File: config.mk
export PLATFORM = sky130hd
export DESIGN_NAME = sleep_timer_list
export DESIGN_NICKNAME = d
export VERILOG_FILES = /design/src/hdl/sltl_pkg.sv /design/src/hdl/sleep_timer_list.sv /design/src/hdl/sltl_ctrl.sv /design/src/hdl/sltl_dp.sv
export SDC_FILE = /design/constraint.sdc
export NUM_CORES = 2
export LEC_CHECK = 0
export ABC_CLOCK_PERIOD_IN_PS = 9610
export BUFFER_PORTS_ARGS = -buffer_cell sky130_fd_sc_hd__buf_4
export CAP_MARGIN = 20
export CORE_MARGIN = 2
export CORE_UTILIZATION = 47
export DETAILED_ROUTE_END_ITERATION = 16
export GPL_TIMING_DRIVEN = 1
export PLACE_DENSITY = 0.68
export SETUP_SLACK_MARGIN = 0.2
export SYNTH_ARGS = -nofsm -noshare
export SYNTH_HDL_FRONTEND = slang
export SYNTH_SLANG_ARGS = --single-unit
File: constraint.sdc
create_clock -name clock -period 9.61 [get_ports clock]
set_input_delay 0.4805 -clock clock [delete_from_list [all_inputs] [get_ports clock]]
set_output_delay 0.4805 -clock clock [all_outputs]
set_load 0.005 [all_outputs]
File: src/hdl/sltl_pkg.sv
// ----------------------------------------------------------------------------
// sltl_pkg
// Shared types and constants for the sleep timer list block.
// ----------------------------------------------------------------------------
package sltl_pkg;

   localparam int SLOTS_DEFAULT = 16;

   localparam int ID_W   = 16;
   localparam int MS_W   = 32;
   localparam int TPM_W  = 10;
   localparam int TICK_W = 32;
   localparam int PROD_W = MS_W + TPM_W;
   localparam int KIND_W = 2;

   localparam logic [TPM_W-1:0] TPM_RESET = TPM_W'(1);

   localparam logic [KIND_W-1:0] KIND_ACCEPTED = 2'd0;
   localparam logic [KIND_W-1:0] KIND_FULL     = 2'd1;
   localparam logic [KIND_W-1:0] KIND_ZERO     = 2'd2;
   localparam logic [KIND_W-1:0] KIND_WOKEN    = 2'd3;

   localparam logic ACTION_SLEEP = 1'b0;

   typedef enum logic [2:0] {
      ST_IDLE,
      ST_MUL,
      ST_APPEND,
      ST_WALK,
      ST_FLUSH
   } state_type;

   typedef struct packed {
      logic load_sleep;   // latch sleep request payload
      logic load_walk;    // clear walk pointers
      logic mul;          // register the tick product
      logic append;       // store entry or reject, emit result
      logic walk;         // one step of the countdown walk
      logic flush;        // emit held wake, commit count
   } cmd_type;

   typedef struct packed {
      logic walk_done;
   } status_type;

endpackage

File: src/hdl/sleep_timer_list.sv
// ----------------------------------------------------------------------------
// sleep_timer_list
// Ordered table of sleeping thread ids with tick countdowns.
// ----------------------------------------------------------------------------
// Sleep request: busy through the MUL and APPEND states, then one registered
//   result; a new request is taken only once the block is idle again.
// Tick: walk of one entry per cycle through the entry memory (one read port),
//   busy through the WALK and FLUSH states; wakes come out at most one per cycle.
// Results are strobed for one cycle on rsp_valid; the receiver cannot stall.
// Synchronous reset empties the table and sets ticks_per_ms to 1.
// ----------------------------------------------------------------------------
module sleep_timer_list #(
   parameter int SLOTS = sltl_pkg::SLOTS_DEFAULT
) (
   input  logic                         clock,
   input  logic                         reset,
   input  logic                         start,
   output logic                         busy,
   input  logic                         req_action,
   input  logic [sltl_pkg::ID_W-1:0]    req_thread_id,
   input  logic [sltl_pkg::MS_W-1:0]    req_sleep_ms,
   input  logic                         csr_wr_en,
   input  logic [sltl_pkg::TPM_W-1:0]   csr_wr_data,
   output logic                         rsp_valid,
   output logic [sltl_pkg::KIND_W-1:0]  rsp_result_kind,
   output logic [sltl_pkg::ID_W-1:0]    rsp_woken_id,
   output logic                         rsp_last
);

   sltl_pkg::cmd_type    cmd;
   sltl_pkg::status_type status;

   sltl_ctrl u_ctrl (
      .clock      (clock),
      .reset      (reset),
      .start      (start),
      .req_action (req_action),
      .status     (status),
      .cmd        (cmd),
      .busy       (busy)
   );

   sltl_dp #(
      .SLOTS (SLOTS)
   ) u_dp (
      .clock           (clock),
      .reset           (reset),
      .cmd             (cmd),
      .status          (status),
      .req_thread_id   (req_thread_id),
      .req_sleep_ms    (req_sleep_ms),
      .csr_wr_en       (csr_wr_en),
      .csr_wr_data     (csr_wr_data),
      .rsp_valid       (rsp_valid),
      .rsp_result_kind (rsp_result_kind),
      .rsp_woken_id    (rsp_woken_id),
      .rsp_last        (rsp_last)
   );

endmodule

File: src/hdl/sltl_ctrl.sv
// ----------------------------------------------------------------------------
// sltl_ctrl
// Sequencer for the sleep timer list: sleep path and tick walk.
// ----------------------------------------------------------------------------
module sltl_ctrl (
   input  logic                  clock,
   input  logic                  reset,
   input  logic                  start,
   input  logic                  req_action,
   input  sltl_pkg::status_type  status,
   output sltl_pkg::cmd_type     cmd,
   output logic                  busy
);

   sltl_pkg::state_type state_ff, state_in;

   always_ff @(posedge clock) begin
      if (reset) begin
         state_ff <= sltl_pkg::ST_IDLE;
      end else begin
         state_ff <= state_in;
      end
   end

   always_comb begin
      state_in = state_ff;
      cmd      = '0;
      busy     = 1'b1;
      unique case (state_ff)
         sltl_pkg::ST_IDLE: begin
            busy = 1'b0;
            if (start) begin
               if (req_action == sltl_pkg::ACTION_SLEEP) begin
                  cmd.load_sleep = 1'b1;
                  state_in       = sltl_pkg::ST_MUL;
               end else begin
                  cmd.load_walk = 1'b1;
                  state_in      = sltl_pkg::ST_WALK;
               end
            end
         end
         sltl_pkg::ST_MUL: begin
            cmd.mul  = 1'b1;
            state_in = sltl_pkg::ST_APPEND;
         end
         sltl_pkg::ST_APPEND: begin
            cmd.append = 1'b1;
            state_in   = sltl_pkg::ST_IDLE;
         end
         sltl_pkg::ST_WALK: begin
            cmd.walk = 1'b1;
            if (status.walk_done) begin
               state_in = sltl_pkg::ST_FLUSH;
            end
         end
         sltl_pkg::ST_FLUSH: begin
            cmd.flush = 1'b1;
            state_in  = sltl_pkg::ST_IDLE;
         end
         default: begin
            state_in = sltl_pkg::ST_IDLE;
         end
      endcase
   end

endmodule

File: src/hdl/sltl_dp.sv
// ----------------------------------------------------------------------------
// sltl_dp
// Datapath: entry memory, occupancy count, tick product, walk pointers and
// the registered result port.
// ----------------------------------------------------------------------------
module sltl_dp #(
   parameter int SLOTS = sltl_pkg::SLOTS_DEFAULT
) (
   input  logic                            clock,
   input  logic                            reset,
   input  sltl_pkg::cmd_type               cmd,
   output sltl_pkg::status_type            status,
   input  logic [sltl_pkg::ID_W-1:0]       req_thread_id,
   input  logic [sltl_pkg::MS_W-1:0]       req_sleep_ms,
   input  logic                            csr_wr_en,
   input  logic [sltl_pkg::TPM_W-1:0]      csr_wr_data,
   output logic                            rsp_valid,
   output logic [sltl_pkg::KIND_W-1:0]     rsp_result_kind,
   output logic [sltl_pkg::ID_W-1:0]       rsp_woken_id,
   output logic                            rsp_last
);

   localparam int CNT_W = $clog2(SLOTS + 1);
   localparam int IDX_W = (SLOTS > 1) ? $clog2(SLOTS) : 1;
   localparam int ENT_W = sltl_pkg::ID_W + sltl_pkg::TICK_W;
   localparam logic [CNT_W-1:0] CNT_FULL = CNT_W'(SLOTS);

   // entry memory: {thread, ticks left}
   logic [ENT_W-1:0] mem [SLOTS];

   logic [sltl_pkg::TPM_W-1:0]  tpm_ff;
   logic [CNT_W-1:0]            count_ff;
   logic [sltl_pkg::ID_W-1:0]   tid_ff;
   logic [sltl_pkg::MS_W-1:0]   ms_ff;
   logic [sltl_pkg::PROD_W-1:0] prod_ff;
   logic [CNT_W-1:0]            rd_idx_ff;
   logic [CNT_W-1:0]            keep_ff;
   logic                        rd_valid_ff;
   logic [ENT_W-1:0]            rd_data_ff;
   logic                        pend_valid_ff;
   logic [sltl_pkg::ID_W-1:0]   pend_id_ff;

   logic                        rsp_valid_ff;
   logic                        rsp_valid_in;
   logic [sltl_pkg::KIND_W-1:0] rsp_kind_ff;
   logic [sltl_pkg::ID_W-1:0]   rsp_id_ff;
   logic                        rsp_last_ff;

   logic [sltl_pkg::TICK_W-1:0] ticks_sat;
   logic                        ticks_zero;
   logic                        full;
   logic [sltl_pkg::ID_W-1:0]   rd_thread;
   logic [sltl_pkg::TICK_W-1:0] rd_left;
   logic                        rd_wakes;
   logic                        issue;
   logic                        wr_en;
   logic [IDX_W-1:0]            wr_addr;
   logic [ENT_W-1:0]            wr_data;

   assign ticks_sat  = (|prod_ff[sltl_pkg::PROD_W-1:sltl_pkg::TICK_W]) ? '1
                       : prod_ff[sltl_pkg::TICK_W-1:0];
   assign ticks_zero = (prod_ff == '0);
   assign full       = (count_ff >= CNT_FULL);

   assign rd_thread = rd_data_ff[ENT_W-1:sltl_pkg::TICK_W];
   assign rd_left   = rd_data_ff[sltl_pkg::TICK_W-1:0] - sltl_pkg::TICK_W'(1);
   assign rd_wakes  = (rd_left == '0);
   assign issue     = cmd.walk && (rd_idx_ff < count_ff);

   assign status.walk_done = (rd_idx_ff >= count_ff) && !rd_valid_ff;

   always_comb begin
      wr_en   = 1'b0;
      wr_addr = count_ff[IDX_W-1:0];
      wr_data = {tid_ff, ticks_sat};
      if (cmd.append && !ticks_zero && !full) begin
         wr_en = 1'b1;
      end else if (cmd.walk && rd_valid_ff && !rd_wakes) begin
         wr_en   = 1'b1;
         wr_addr = keep_ff[IDX_W-1:0];
         wr_data = {rd_thread, rd_left};
      end
   end

   // a new wake shows the held one is not the last
   always_comb begin
      rsp_valid_in = 1'b0;
      if (cmd.append) begin
         rsp_valid_in = 1'b1;
      end else if (cmd.walk && rd_valid_ff && rd_wakes) begin
         rsp_valid_in = pend_valid_ff;
      end else if (cmd.flush) begin
         rsp_valid_in = pend_valid_ff;
      end
   end

   always_ff @(posedge clock) begin
      if (wr_en) begin
         mem[wr_addr] <= wr_data;
      end
   end

   always_ff @(posedge clock) begin
      if (issue) begin
         rd_data_ff <= mem[rd_idx_ff[IDX_W-1:0]];
      end
   end

   // payload registers
   always_ff @(posedge clock) begin
      if (cmd.load_sleep) begin
         tid_ff <= req_thread_id;
         ms_ff  <= req_sleep_ms;
      end
      if (cmd.mul) begin
         prod_ff <= sltl_pkg::PROD_W'(ms_ff) * sltl_pkg::PROD_W'(tpm_ff);
      end
      if (cmd.walk && rd_valid_ff && rd_wakes) begin
         pend_id_ff <= rd_thread;
      end
      if (cmd.append) begin
         rsp_kind_ff <= ticks_zero ? sltl_pkg::KIND_ZERO
                        : (full ? sltl_pkg::KIND_FULL : sltl_pkg::KIND_ACCEPTED);
         rsp_id_ff   <= tid_ff;
         rsp_last_ff <= 1'b1;
      end else if (cmd.walk || cmd.flush) begin
         rsp_kind_ff <= sltl_pkg::KIND_WOKEN;
         rsp_id_ff   <= pend_id_ff;
         rsp_last_ff <= cmd.flush;
      end
   end

   // control registers
   always_ff @(posedge clock) begin
      if (reset) begin
         tpm_ff        <= sltl_pkg::TPM_RESET;
         count_ff      <= '0;
         rd_idx_ff     <= '0;
         keep_ff       <= '0;
         rd_valid_ff   <= 1'b0;
         pend_valid_ff <= 1'b0;
         rsp_valid_ff  <= 1'b0;
      end else begin
         if (csr_wr_en) begin
            tpm_ff <= csr_wr_data;
         end
         rsp_valid_ff <= rsp_valid_in;
         if (cmd.load_walk) begin
            rd_idx_ff     <= '0;
            keep_ff       <= '0;
            rd_valid_ff   <= 1'b0;
            pend_valid_ff <= 1'b0;
         end
         if (cmd.append) begin
            if (!ticks_zero && !full) begin
               count_ff <= count_ff + CNT_W'(1);
            end
         end
         if (cmd.walk) begin
            rd_valid_ff <= issue;
            if (issue) begin
               rd_idx_ff <= rd_idx_ff + CNT_W'(1);
            end
            if (rd_valid_ff) begin
               if (rd_wakes) begin
                  pend_valid_ff <= 1'b1;
               end else begin
                  keep_ff <= keep_ff + CNT_W'(1);
               end
            end
         end
         if (cmd.flush) begin
            pend_valid_ff <= 1'b0;
            count_ff      <= keep_ff;
         end
      end
   end

   assign rsp_valid       = rsp_valid_ff;
   assign rsp_result_kind = rsp_kind_ff;
   assign rsp_woken_id    = rsp_id_ff;
   assign rsp_last        = rsp_last_ff;

endmodule

# Word-level counts from Yosys, hierarchy flattened
# Memories as Yosys holds them, arrays and structs flattened. A register that Yosys moved wholly into a read port is not among the register bits.
# Index checks and enable logic that the tools add are counted.
# word_totals
reg_bits,156
latch_bits,0
ram_bits,768
romBits,0
mem_count,1
# memory_table
name,words,width,read_ports,rd_clocked_by_memory_dff,write_ports,line,rtl
u_dp.mem,16,48,1,1,1,sltl_dp.sv:29,logic [ENT_W-1:0] mem [SLOTS];
# classes
add_sub_neg,4
n_mul,1
n_div,0
magnitude_cmp,3
n_eq_ne,6
n_shift,0
mux,47
bitwise,0
n_reduce_logical,24
# ops
op,n
$mux W48,2
$mux W5,10
$logic_not A42 Y1,1
$mul A32 B10 Y42,1
$logic_not A32 Y1,1
$mux W16,2
$mux W32,1
$sub A32 B1 Y32 const B,1
$mux W1,21
$add A5 B1 Y5 const B,3
$mux W2,6
$reduce_or A10 Y1,1
$pmux W3 S3,1
$logic_and A1 B1 Y1,8
$mux W4,2
$reduce_bool A2 Y1,4
$eq A3 B2 Y1 const B,2
$mux W3,2
$ge A5 B5 Y1,1
$ge A5 B5 Y1 const B,1
$lt A5 B5 Y1,1
$logic_not A1 Y1,4
$ne A2 B2 Y1 const B,2
$reduce_and A2 Y1,2
5 further kinds,5

# Depth between registers and ports, before layout
# depth
word_depth,8
depth_mapped,23

# Cells and area by module
# A second synthesis with hierarchy kept.
# unflattened
hier_cells,2876
hier_area_um2,47317.9
# modules_own_cells
mod,instances,cells_each,area_each_um2,seq_area_each_um2
sltl_dp,1,2857,47141.5,28807.6
sltl_ctrl,1,19,176.4,60.1

# Worst setup path before layout
# No wires, ideal clock.
# synth_timing
path_kind,flip-flop to flip-flop
from,register u_dp.rd_data_ff[0] (read register of u_dp.mem)
to,memory u_dp.mem[12][0] (netlist name) (enable)
t_arrival_ns,6.246
t_required_ns,9.082
slack_ns,2.836
stages_incl_launch_ff,13
n_path_buf,1
cell_sequence,edfxtp_1 inv_1 ha_1 nor2b_1 nand2_1 or2_1 or3_1 o2111ai_1 nor4_4 nor2_4 buf_2 nand3_1 o32ai_1
# synth_between
elab_chain_len,8
word_cells_on_any_way,10
cone_classes,1 x add/sub; 6 x mux; 3 x reduce/logical
# synth_rtl
element,line,rtl
"start, declared",sltl_dp.sv:39,logic [ENT_W-1:0] rd_data_ff;
$sub A32 B1 Y32 *,sltl_dp.sv:66,assign rd_left = rd_data_ff[sltl_pkg::TICK_W-1:0] - sltl_pkg::TICK_W'(1);
$logic_not A32 Y1 *,sltl_dp.sv:67,assign rd_wakes = (rd_left == '0);
$logic_not A1 Y1 *,sltl_dp.sv:78,end else if (cmd.walk && rd_valid_ff && !rd_wakes) begin
$logic_and A1 B1 Y1 *,sltl_dp.sv:78,
$mux W1,sltl_dp.sv:78,
$mux W1,sltl_dp.sv:76,if (cmd.append && !ticks_zero && !full) begin
$mux W1,sltl_dp.sv:98,if (wr_en) begin
$mux W1 (not written as such),sltl_dp.sv:99,mem[wr_addr] <= wr_data;
"end, declared",sltl_dp.sv:29,
# Every way passes the cells marked *; elsewhere a longest branch is shown, timed or not.

# Worst setup path after layout
# layout_timing
from,register u_dp.tpm_ff[2] (netlist name)
to,"register u_dp.prod_ff[38] (netlist name), data pin"
# layout_between
elab_chain_len,1
# layout_rtl
element,line,rtl
"start, declared",sltl_dp.sv:31,logic [sltl_pkg::TPM_W-1:0] tpm_ff;
"start signal, assigned",sltl_dp.sv:136,tpm_ff <= sltl_pkg::TPM_RESET;
"start signal, assigned",sltl_dp.sv:145,tpm_ff <= csr_wr_data;
$mul A32 B10 Y42,sltl_dp.sv:116,prod_ff <= sltl_pkg::PROD_W'(ms_ff) * sltl_pkg::PROD_W'(tpm_ff);
"end signal, assigned",sltl_dp.sv:116,
"end, declared",sltl_dp.sv:35,logic [sltl_pkg::PROD_W-1:0] prod_ff;
# No other way between the ends.
# A chain may end at the register's enable or synchronous reset.

==> out/results.tsv <==
stage	metric	value	unit
grt	largest net degree at the start of global routing	108	
routing	Detail Route Antenna Nets	0	
routing	DRT Wirelength	106000	microns
sta	fin crit share	72.0	%
sta	pins over their slew limit	0	
logic_synthesis	post-synthesis register bit count	972	
clock_tree	sinks on the clock net	972	
clock_tree	Post-CTS Setup Bufs	0	
die	cell row count	116	
sta	fmax	0.145	GHz
logic_synthesis	commonest cells in the netlist	edfxtp_1 (940), inv_1 (249), mux4_2 (240), nand2_1 (239), fa_1 (238)	
logic_synthesis	post-synthesis async set-or-reset flop share	0	%
grt	antenna violations before repair	0	
status	status	finished, final reports clean	
clock_tree	CTS Root Cell	clkbuf_16	
worst_hold_path	Hold/Removal Path Class	input port to register	
placed_design	Post-Place Cells	4129	
die	die span in y	321	microns
critical_path	critical path's most frequent cell	fa_1	
layout	diodes inserted	0	
layout	cell area after layout	53000	sq um
die	Starting Density	47.3	%
placed_design	GPL Wtd Cong	0.866	
pwr	Pleak	16.4	nW
logic_synthesis	post-synth top area cell	edfxtp_1	
logic_synthesis	Netlist cell types	67	
logic_synthesis	area share of the largest cell type after synthesis	59.7	%
sta	Max Clock Skew	0.0547	ns
clock_tree	CTS resizes	0	
grt	vias in the first global route	26412	
clock_tree	Clock Latency Late Sink	0.67	ns
logic_synthesis	most common cell in the netlist	edfxtp_1	
routing	First-pass DRT Iterations	5	
sta	Fin Hold WS	0.0398	ns
layout	ratio of cells with drive above 1 in the final layout	18.3	%
routing	DR vias	25353	
sta	endpoints failing hold	0	
critical_path	crit-path leading delay family	adder cells	
grt	grt total ovfl	0	
clock_tree	Clock transition at path regs	0.06	ns
logic_synthesis	Mean Syn Cell Area	16.5	sq um
clock_tree	Num CTS Buffers	95	
routing	wire length on met2	53000	microns
placed_design	PortBufs	83	
grt	gr usage total	20.8	%
pwr	Power Dens Cells	185	nW/um^2
critical_path	slowest stage delay, CP	0.69	ns
logic_synthesis	Synth Cell Area	47300	sq um
die	DIE AREA	103000	sq um
layout	Layout area overhead	12.2	%
logic_synthesis	syn_nets	3247	
pwr	Design Power	0.00980	W
routing	wire length per cell	24.4	microns
clock_tree	# H-tree levels	3	
sta	Setup violations, final	0	
logic_synthesis	top_reg_cell synth	edfxtp_1	
clock_tree	CTS tree	built	
sta	actual slew at the worst max-slew pin	1.14	ns
critical_path	crit path max fanout	22	
critical_path	WP buf/inv	4	
clock_tree	cts hold-fix bufs	38	
pwr	Max VDD drop	0.134	mV
die	die width	321	microns
grt	global-route wire length before repair	161000	microns
clock_tree	Clock Path Buffers	3	
routing	Via density	5.84	
critical_path	CP Cell Sequence	buf_4 > nand2_1 > fa_1 > inv_1 > fa_1 > fa_1 > fa_1 > inv_1 > fa_1 > inv_1 > ha_1 > and3_1 > o311ai_0 > a31oi_1 > o2111ai_1 > a21oi_1 > nor2_1 > o311ai_0 > xor2_1	
logic_synthesis	top post-synthesis cells by area	edfxtp_1 (60%), mux4_2 (11%), fa_1 (10%), ha_1 (2.3%), and2_1 (2.2%)	
layout	Layout Nets	3362	
job	# Max-Cap Violations	0	
die	num ports	84	
die	CORE AREA	99900	sq um
sta	post-route setup TNS	0	ns
critical_path	CP Capture Type	register	
critical_path	CP Launch Type	register	
critical_path	crit path DAT	7.31	ns
sta	Max transition margin	24.0	%
layout	Non-Filler Instances	4342	
routing	Initial DRC Count	2506	
logic_synthesis	number of flops mapped to enable cells by yosys	940	
routing	met1 wire length	43300	microns
critical_path	Crit path required time	10.00	ns
placed_design	DP Wirelength	61800	microns
sta	RSZ-0062 raised after global routing	no	
routing	DRC viols	0	
placed_design	dpl cell area	49500	sq um
critical_path	WS Path Type	register to register	
sta	clock period minus worst slack	6.92	ns
routing	highest metal used	met4	
critical_path	CP max-delay cell	dfxtp_1	
logic_synthesis	Yosys warning count	0	
logic_synthesis	Mapped Cells	2858	
routing	met3 WL	6930	microns
logic_synthesis	sequential share of the synthesized area	61.1	%
[cell families after synthesis]
kind of cell,after synthesis,synth area share (%)
adders and majority gates,326,12.4
xor gates and xnor gates,67,1.24
muxes,282,12.4
buffers and inverters,399,3.19
and+or+nand+nor,600,6.47
AOI/OAI and AO/OA,212,3.20
DFF,972,61.1
[registers in the layout (all words and copies together) (netlist names), 2 cells and up]
name and count:
u_dp.ms_ff 32, u_dp.mem 768, u_dp.tpm_ff 10, u_dp.count_ff 5
u_dp.prod_ff 42, u_ctrl.state_ff 3, u_dp.keep_ff 5, u_dp.rd_data_ff 48
u_dp.rd_idx_ff 5, u_dp.rsp_woken_id 16, u_dp.pend_id_ff 16, u_dp.rsp_result_kind 2
u_dp.tid_ff 16
[layout by cell type, fill, tap and decap left out, types with 39 or more instances in the layout]
cell | netlist | layout
edfxtp_1 | 940 | 940
and2_1 | 163 | 162
xnor2_1 | 45 | 45
nand2_1 | 239 | 239
clkbuf_16 | 0 | 96
ha_1 | 88 | 88
mux4_2 | 240 | 240
buf_4 | 0 | 122
a21oi_1 | 39 | 39
fa_1 | 238 | 238
nor2_1 | 61 | 59
inv_1 | 249 | 248
[final timing paths]
check | end | depth (start not counted) | from | slack [ns]
max reg2reg | u_dp.prod_ff[38]$_DFFE_PP_ | 19 | u_dp.tpm_ff[2]$_SDFFE_PP0P_ | 2.69
min reg2reg | u_dp.pend_id_ff[3]$_DFFE_PP_ | 0 | u_dp.rd_data_ff[35]$_DFFE_PP_ | 0.45
min | u_dp.ms_ff[11]$_DFFE_PP_ | 1 | req_sleep_ms[11] | 0.04
max | u_dp.prod_ff[38]$_DFFE_PP_ | 19 | u_dp.tpm_ff[2]$_SDFFE_PP0P_ | 2.69
[area by class of cell]
cell class	count	area (sq um)
Clock inverter	60	522
Tap cell	1298	1620
Fill cell	7743	46800
Inverter	249	936
Clock buffer	108	2450
Multi-Input combinational cell	1487	17100
Sequential cell	972	28900
Timing Repair Buffer	168	1470
[power breakdown]
part | internal, W | total [W] | switching (W)
Clock | 0.00197 | 0.00355 | 0.00158
Combinational | 0.000599 | 0.00143 | 0.000829
Sequential | 0.00474 | 0.00482 | 0.0000769
[stage by stage]
stage | util (%) | worst slack, ns
2_1_floorplan | - | 2.84
5_1_grt | 53.1 | 2.50
3_3_place_gp | 49.6 | 2.85
4_1_cts | 52.9 | 2.53
3_5_place_dp | 49.6 | 2.49
6_report | 53.1 | 2.69
[layer usage]
layer / vias to the layer above / global-route usage [%]
met1: 13328 / 29.0
met2: 991 / 34.2
met3: 163 / 2.71
met4: 0 / 6.36
met5: - / 0
li1: 10871 / -
(Power assumes the default switching activity.)
